File: src/sv/lgrs_pkg.sv
// ----------------------------------------------------------------------------
// Life row stream package
// Request types, neighbor bundle and the B3/S23 cell rule.
// ----------------------------------------------------------------------------
package lgrs_pkg;

  localparam int unsigned ROW_W  = 64;
  localparam int unsigned QDEPTH = 3;
  localparam int unsigned QCNT_W = $clog2(QDEPTH + 1);

  typedef struct packed {
    logic [ROW_W-1:0] row_cells;
    logic             last_row;
  } lgrs_in_req_t;

  typedef struct packed {
    logic [ROW_W-1:0] next_cells;
    logic             frame_end;
  } lgrs_out_req_t;

  // bits one cell shows to its neighbors
  typedef struct packed {
    logic above;
    logic middle;
    logic row;
  } lgrs_nbr_t;

  localparam lgrs_nbr_t NBR_DEAD = '{above: 1'b0, middle: 1'b0, row: 1'b0};

  // up to two results from one accepted row, first then second
  typedef struct packed {
    logic          first_vld;
    logic          second_vld;
    lgrs_out_req_t first;
    lgrs_out_req_t second;
  } lgrs_push_t;

  function automatic logic [3:0] pop8(input logic [7:0] v);
    logic [3:0] s;
    s = 4'd0;
    for (int i = 0; i < 8; i++) begin
      s = s + {3'd0, v[i]};
    end
    return s;
  endfunction

  function automatic logic life_rule(input logic self, input logic [3:0] n);
    return (n == 4'd3) || ((n == 4'd2) && self);
  endfunction

endpackage

File: src/sv/lgrs_cell.sv
// ----------------------------------------------------------------------------
// Life row stream cell
// Holds one column of the two stored rows and computes both next-state bits.
// ----------------------------------------------------------------------------
module lgrs_cell (
  input  logic              clk,
  input  logic              rst_n,
  input  logic              advance,
  input  logic              clear,
  input  logic              row_bit,
  input  lgrs_pkg::lgrs_nbr_t left_nbr,
  input  lgrs_pkg::lgrs_nbr_t right_nbr,
  output lgrs_pkg::lgrs_nbr_t own_nbr,
  output logic              mid_next,
  output logic              low_next
);
  import lgrs_pkg::*;

  logic above_r, above_nxt;
  logic middle_r, middle_nxt;

  assign own_nbr = '{above: above_r, middle: middle_r, row: row_bit};

  // middle row against row above and new row below
  assign mid_next = life_rule(middle_r, pop8({left_nbr.above, above_r, right_nbr.above,
                                              left_nbr.middle, right_nbr.middle,
                                              left_nbr.row, row_bit, right_nbr.row}));

  // new row as bottom row, dead below
  assign low_next = life_rule(row_bit, pop8({left_nbr.middle, middle_r, right_nbr.middle,
                                             left_nbr.row, right_nbr.row, 3'b000}));

  always_comb begin
    above_nxt  = above_r;
    middle_nxt = middle_r;
    if (advance) begin
      if (clear) begin
        above_nxt  = 1'b0;
        middle_nxt = 1'b0;
      end else begin
        above_nxt  = middle_r;
        middle_nxt = row_bit;
      end
    end
  end

  always_ff @(posedge clk) begin
    if (!rst_n) begin
      above_r  <= 1'b0;
      middle_r <= 1'b0;
    end else begin
      above_r  <= above_nxt;
      middle_r <= middle_nxt;
    end
  end

endmodule

File: src/sv/lgrs_outq.sv
// ----------------------------------------------------------------------------
// Life row stream result queue
// Three-entry shifting queue that takes up to two results per cycle.
// ----------------------------------------------------------------------------
module lgrs_outq (
  input  logic                    clk,
  input  logic                    rst_n,
  input  lgrs_pkg::lgrs_push_t    push,
  output logic                    full,
  output logic                    out_valid,
  input  logic                    out_stall,
  output lgrs_pkg::lgrs_out_req_t out_req
);
  import lgrs_pkg::*;

  logic [QCNT_W-1:0] cnt_r, cnt_nxt;
  lgrs_out_req_t     q_r [QDEPTH];
  lgrs_out_req_t     q_nxt [QDEPTH];
  logic              pop;
  logic [QCNT_W-1:0] base;
  logic [QCNT_W-1:0] n_push;
  lgrs_out_req_t     head_item;

  assign out_valid = (cnt_r != '0);
  assign out_req   = q_r[0];
  assign full      = (cnt_r >= QCNT_W'(2));
  assign pop       = out_valid && !out_stall;
  assign base      = cnt_r - QCNT_W'(pop);
  assign n_push    = QCNT_W'(push.first_vld) + QCNT_W'(push.second_vld);
  assign head_item = push.first_vld ? push.first : push.second;
  assign cnt_nxt   = base + n_push;

  always_comb begin
    for (int i = 0; i < QDEPTH; i++) begin
      if (pop && (i < QDEPTH - 1)) begin
        q_nxt[i] = q_r[(i + 1) % QDEPTH];
      end else begin
        q_nxt[i] = q_r[i];
      end
      if ((n_push != '0) && (base == QCNT_W'(i))) begin
        q_nxt[i] = head_item;
      end
      if ((n_push == QCNT_W'(2)) && (QCNT_W'(base + QCNT_W'(1)) == QCNT_W'(i))) begin
        q_nxt[i] = push.second;
      end
    end
  end

  always_ff @(posedge clk) begin
    if (!rst_n) begin
      cnt_r <= '0;
    end else begin
      cnt_r <= cnt_nxt;
    end
  end

  always_ff @(posedge clk) begin
    for (int i = 0; i < QDEPTH; i++) begin
      q_r[i] <= q_nxt[i];
    end
  end

  assert property (@(posedge clk) disable iff (!rst_n)
    cnt_r <= QCNT_W'(QDEPTH))
    else $error("result queue count beyond depth");

endmodule

File: src/sv/life_generation_row_stream_unit.sv
// ----------------------------------------------------------------------------
// Life generation row stream unit
// Each result is registered in the queue before out_req; a second follows the first.
// Throughput: one row per cycle; in_stall is high while two or more results wait.
// The row pipeline is a chain of per-column cells; a three-entry queue feeds out_.
// Synchronous active-low reset clears both stored rows, held flag and queue.
// ----------------------------------------------------------------------------
module life_generation_row_stream_unit #(
  parameter int unsigned GRID_COLS = 64
) (
  input  logic                    clk,
  input  logic                    rst_n,
  input  logic                    in_valid,
  output logic                    in_stall,
  input  lgrs_pkg::lgrs_in_req_t  in_req,
  output logic                    out_valid,
  input  logic                    out_stall,
  output lgrs_pkg::lgrs_out_req_t out_req
);
  import lgrs_pkg::*;

  localparam logic [ROW_W-1:0] COL_MASK = {ROW_W{1'b1}} >> (ROW_W - GRID_COLS);

  logic             accept;
  logic             middle_valid_r, middle_valid_nxt;
  logic             q_full;
  logic [ROW_W-1:0] mid_vec;
  logic [ROW_W-1:0] low_vec;
  lgrs_nbr_t        nbr [GRID_COLS];
  lgrs_push_t       push;

  assign in_stall = q_full;
  assign accept   = in_valid && !in_stall;

  for (genvar c = 0; c < ROW_W; c++) begin : g_col
    if (c < GRID_COLS) begin : g_cell
      lgrs_nbr_t left_nbr;
      lgrs_nbr_t right_nbr;
      if (c == 0) begin : g_left_edge
        assign left_nbr = NBR_DEAD;
      end else begin : g_left
        assign left_nbr = nbr[c-1];
      end
      if (c == GRID_COLS - 1) begin : g_right_edge
        assign right_nbr = NBR_DEAD;
      end else begin : g_right
        assign right_nbr = nbr[c+1];
      end
      lgrs_cell u_cell (
        .clk      (clk),
        .rst_n    (rst_n),
        .advance  (accept),
        .clear    (in_req.last_row),
        .row_bit  (in_req.row_cells[c]),
        .left_nbr (left_nbr),
        .right_nbr(right_nbr),
        .own_nbr  (nbr[c]),
        .mid_next (mid_vec[c]),
        .low_next (low_vec[c])
      );
    end else begin : g_pad
      assign mid_vec[c] = 1'b0;
      assign low_vec[c] = 1'b0;
    end
  end

  always_comb begin
    middle_valid_nxt = middle_valid_r;
    if (accept) begin
      middle_valid_nxt = !in_req.last_row;
    end
  end

  always_ff @(posedge clk) begin
    if (!rst_n) begin
      middle_valid_r <= 1'b0;
    end else begin
      middle_valid_r <= middle_valid_nxt;
    end
  end

  assign push.first_vld  = accept && middle_valid_r;
  assign push.second_vld = accept && in_req.last_row;
  assign push.first      = '{next_cells: mid_vec, frame_end: 1'b0};
  assign push.second     = '{next_cells: low_vec, frame_end: 1'b1};

  lgrs_outq u_outq (
    .clk      (clk),
    .rst_n    (rst_n),
    .push     (push),
    .full     (q_full),
    .out_valid(out_valid),
    .out_stall(out_stall),
    .out_req  (out_req)
  );

  assert property (@(posedge clk) disable iff (!rst_n)
    (accept && in_req.last_row) |=> !middle_valid_r)
    else $error("held row survived bottom row");

  assert property (@(posedge clk) disable iff (!rst_n)
    (accept && !in_req.last_row) |=> middle_valid_r)
    else $error("row not held after accept");

  assert property (@(posedge clk) disable iff (!rst_n)
    out_valid |-> ((out_req.next_cells & ~COL_MASK) == '0))
    else $error("live cell beyond grid columns");

endmodule

File: config.mk
export PLATFORM = sky130hd
export DESIGN_NAME = life_generation_row_stream_unit
export DESIGN_NICKNAME = d
export VERILOG_FILES = /design/src/sv/lgrs_pkg.sv /design/src/sv/lgrs_cell.sv /design/src/sv/lgrs_outq.sv /design/src/sv/life_generation_row_stream_unit.sv
export SDC_FILE = /design/constraint.sdc
export NUM_CORES = 1
export LEC_CHECK = 0
export BUFFER_PORTS_ARGS = -buffer_cell sky130_fd_sc_hd__buf_2
export CAP_MARGIN = 20
export CORE_MARGIN = 1.5
export CORE_UTILIZATION = 41
export DETAILED_ROUTE_END_ITERATION = 16
export GPL_TIMING_DRIVEN = 0
export PLACE_DENSITY_LB_ADDON = 0.12
export SLEW_MARGIN = 0
export SYNTH_ARGS = -nofsm -noshare
export SYNTH_HDL_FRONTEND = slang
export SYNTH_SLANG_ARGS = --single-unit
export TNS_END_PERCENT = 100
File: constraint.sdc
create_clock -name clk -period 7.2 [get_ports clk]
set_clock_uncertainty 0.1 [all_clocks]
set_input_delay 1.08 -clock clk [delete_from_list [all_inputs] [get_ports clk]]
set_output_delay 1.08 -clock clk [all_outputs]
set_load 0.005 [all_outputs]
==> results by group <==
Layout
  • Register area: 8450 um^2
  • Area of the multi-input gates: 18,300 um^2
  • Non-filler cells, final: 4,367
  • Final Util: 46.1%
  • Nets: 4,134
  • Filler cells: 7,084
  • Area Overhead vs Synth: 11.2%
  • Share of layout cells above drive strength 1: 9.60%
  • Design area: 34,400 um^2

Global routing
  • Initial antenna violation count: 6
  • First-pass GRT wire length: 136,000 um
  • Total GRT Usage: 22.4%
  • Vias in the first global route: 25,000
  • Largest net degree at the start of global routing: 56
  • GR Overflow Total: 0

Worst setup path
  • FF-to-FF Start: u_outq.cnt_r[1]
  • WP buf/inv: 4
  • WP depth: 13
  • CP most frequent cell: fa_1
  • Worst path required time: 7510 ps
  • Startpoint Class: input port
  • Sequence of cells on the critical path: buf_2, ha_1, inv_1, fa_1, fa_1, inv_1, fa_1, inv_1, fa_1, a211o_1, a211oi_1, o22ai_1, a21oi_1
  • Crit Path Class: input port to flip-flop
  • Worst Setup SP: in_req[39]
  • Critical path arrival: 4810 ps
  • FF-to-FF path depth: 11
  • Worst path top cell family by delay: adder cells
  • Peak fanout along the critical path: 6
  • Critical Path Max Stage Delay: 970 ps
  • Setup crit end kind: flip-flop
  • Crit path max-delay cell type: a211oi_1

Pwr
  • Peak VDD IR: 159 uV
  • P_leak: 15.9 nW
  • Net Sw Power: 0.00330 W
  • Comb pwr share: 41.3%
  • Overall power: 0.00873 W
  • Power Density: 254 nW/um^2
  • Clock Power Share: 26.0%
  • Sequential Power Share: 32.7%
  • Sw Share: 37.8%
  • Pint: 0.00544 W

Floorplan
  • # IOs: 136
  • Die span in y: 278 um
  • Starting Density: 41.4%
  • Area of the core: 74,600 um^2
  • Die ar.: 77,000 um^2
  • Die W: 278 um
  • Cell Rows: 100

Routing
  • DR WL/cell: 19.3 um
  • Drt first pass iters: 8
  • Post-route ant nets: 0
  • Vias: 23,100
  • Initial DRC Count: 1,198
  • Final wirelength: 84,100 um
  • # DRC: 0
  • Routed vias/inst: 5.28

Synth
  • Post-synthesis xor/xnor area fraction: 0.198%
  • Main synth FF type: edfxtp_1
  • Synth Area in Simple Gates: 7.69%
  • Share of flip-flops with an asynchronous set or reset: 0%
  • Sequential fraction of the synthesis area: 27.3%
  • Synth Area in Compound Gates: 13.4%
  • Synth Instances: 3,178
  • Top cell type's share of synthesized area: 24.5%
  • Yosys warns: 0
  • Synth unique cells: 43
  • Synthesized area: 30,900 um^2
  • Commonest cells in the netlist: inv_1 (856), fa_1 (378), nor2_1 (325)
  • Synthesized area per cell: 9.72 um^2
  • Post-Syn Nets: 3,949
  • Top cells by area, synth: fa_1 (24%), edfxtp_1 (19%), ha_1 (13%)
  • EDFF count, synth: 192
  • Largest family of logic cells by synthesized area: adder cells
  • Count leader, synth: inv_1
  • Mux contribution to synthesized area: 0.0810%
  • Post-Synth Adder-Cell Area: 37.6%
  • Yosys reg bits: 326
  • Cell type with the highest aggregate area in the netlist: fa_1

Placement
  • Placed instance area: 32,900 um^2
  • Placer congestion estimate: 0.847
  • DP HPWL: 66,000 um
  • DP Cell Count: 4,286
  • PortBufs: 133

Hold path
  • Hold Startpoint: middle_valid_r
  • HP Class: flip-flop to flip-flop
  • Hold path cells: 2

Timing
  • Final Slew Violations: 0
  • Fin. Hold Viols: 0
  • Final Critical Period: 4500 ps
  • Endpoints failing setup: 0
  • Slew margin rel.: 21.3%
  • Final Cycle Share: 62.4%
  • RSZ-0062 raised after global routing: no
  • Post-Route Setup TNS: 0 ps
  • Least-Margin Pin Slew: 1170 ps
  • Max Freq: 222 MHz

Clock network
  • Num CTS Buffers: 44
  • Clock latency on the worst-skew pair: 580 ps
  • TritonCTS clock tree: built
  • CTS clk-pin slew, worst paths: 50 ps
  • Number of clock sinks: 326
  • Setup bufs post-CTS: 0
  • Hold Buf Count CTS: 0
  • Clk buf depth: 3
  • H-tree levels: 2
  • Clock root cell: clkbuf_16
  • Post-cts sizing count: 0

Flow run
  • Total of max-cap violations: 0

Outcome
  • Status: completed
sequential cells by signal, indices dropped and copies added, names as in the netlist:
name,count
g_col.g_cell.u_cell.above_r,64
u_outq.cnt_r,2
middle_valid_r,1
u_outq.q_r,195
g_col.g_cell.u_cell.middle_r,64
power by group through the flow:
| stage | Clock (W) | Combinational [W] | Sequential, W |
|---|---|---|---|
| 6_report | 0.00227 | 0.00361 | 0.00286 |
| 5_1_grt | 0.00240 | 0.00406 | 0.00291 |
| 4_1_cts | 0.00233 | 0.00364 | 0.00287 |
| 3_5_place_dp | 0 | 0.00362 | 0.00290 |
| 3_3_place_gp | 0 | 0.00340 | 0.00296 |
| 2_1_floorplan | 0 | 0.00234 | 0.00284 |
metrics by stage:
| step | hold WS (ps) | worst slack [ps] |
|---|---|---|
| after detailed placement | 398 | 2260 |
| final | 421 | 2700 |
| after global routing | 449 | 2650 |
| after global placement | 391 | 56.9 |
| after floorplan | 371 | 2420 |
| after CTS | 414 | 2870 |
path summary, 6_finish.rpt:
check                                          end  slack [ps]
worst max-delay path            u_outq.q_r[0][104]        2700
worst min-delay path                middle_valid_r         420
worst max register to register   u_outq.q_r[0][25]        3030
worst min register to register      middle_valid_r         420
layout by cell type (no fill, tap or decap), drive strengths merged, types with 7 or more instances in the layout:
| master | netlist | routed |
|---|---|---|
| ha | 324 | 324 |
| a221oi | 111 | 111 |
| dfxtp | 134 | 134 |
| buf | 110 | 249 |
| a21oi | 15 | 15 |
| nor2 | 325 | 325 |
| nand3 | 7 | 7 |
| fa | 378 | 378 |
| clkbuf | 67 | 127 |
| clkinv | 0 | 14 |
| a211oi | 84 | 84 |
| nor2b | 23 | 23 |
| nor3 | 129 | 129 |
| o21ai | 45 | 45 |
| o211ai | 62 | 62 |
| nand2 | 27 | 27 |
| o22ai | 80 | 80 |
| o21a | 130 | 130 |
| inv | 857 | 857 |
| or3 | 21 | 21 |
| edfxtp | 192 | 192 |
| a31oi | 21 | 21 |
| a211o | 8 | 8 |
metal layers:
metal | vias to the layer above | wire [um] | GRT usage, %
li1 | 10700 | - | -
met1 | 11700 | 36300 | 29.0
met2 | 542 | 41300 | 38.8
met3 | 151 | 3850 | 2.71
met4 | 4 | 2660 | 7.64
met5 | - | 20 | 0
tightest hold or removal path, cell delays in order, from the launching register on:
cell and delay (ps):
dfxtp_1 310, o21ai_0 90, nor2_1 80
cells by family after synthesis:
family | Yosys count
AO/OA/AOI/OAI | 566
flip-flops | 326
XOR/XNOR | 4
buffers and inverters | 1034
adder cells (fa/ha/maj) | 702
multiplexers | 2
AND/OR/NAND/NOR | 544
cell type report:
cell class | count | area share, %
Antenna cell | 1 | 0.00728
Buffer | 177 | 2.93
Clock buffer | 60 | 3.50
Clock inverter | 20 | 0.710
Inverter | 857 | 9.36
Multi-Input combinational cell | 1818 | 53.1
Sequential cell | 326 | 24.6
Tap cell | 969 | 3.53
Timing Repair Buffer | 139 | 2.28
No activity file was read; power rests on OpenSTA's default activity.
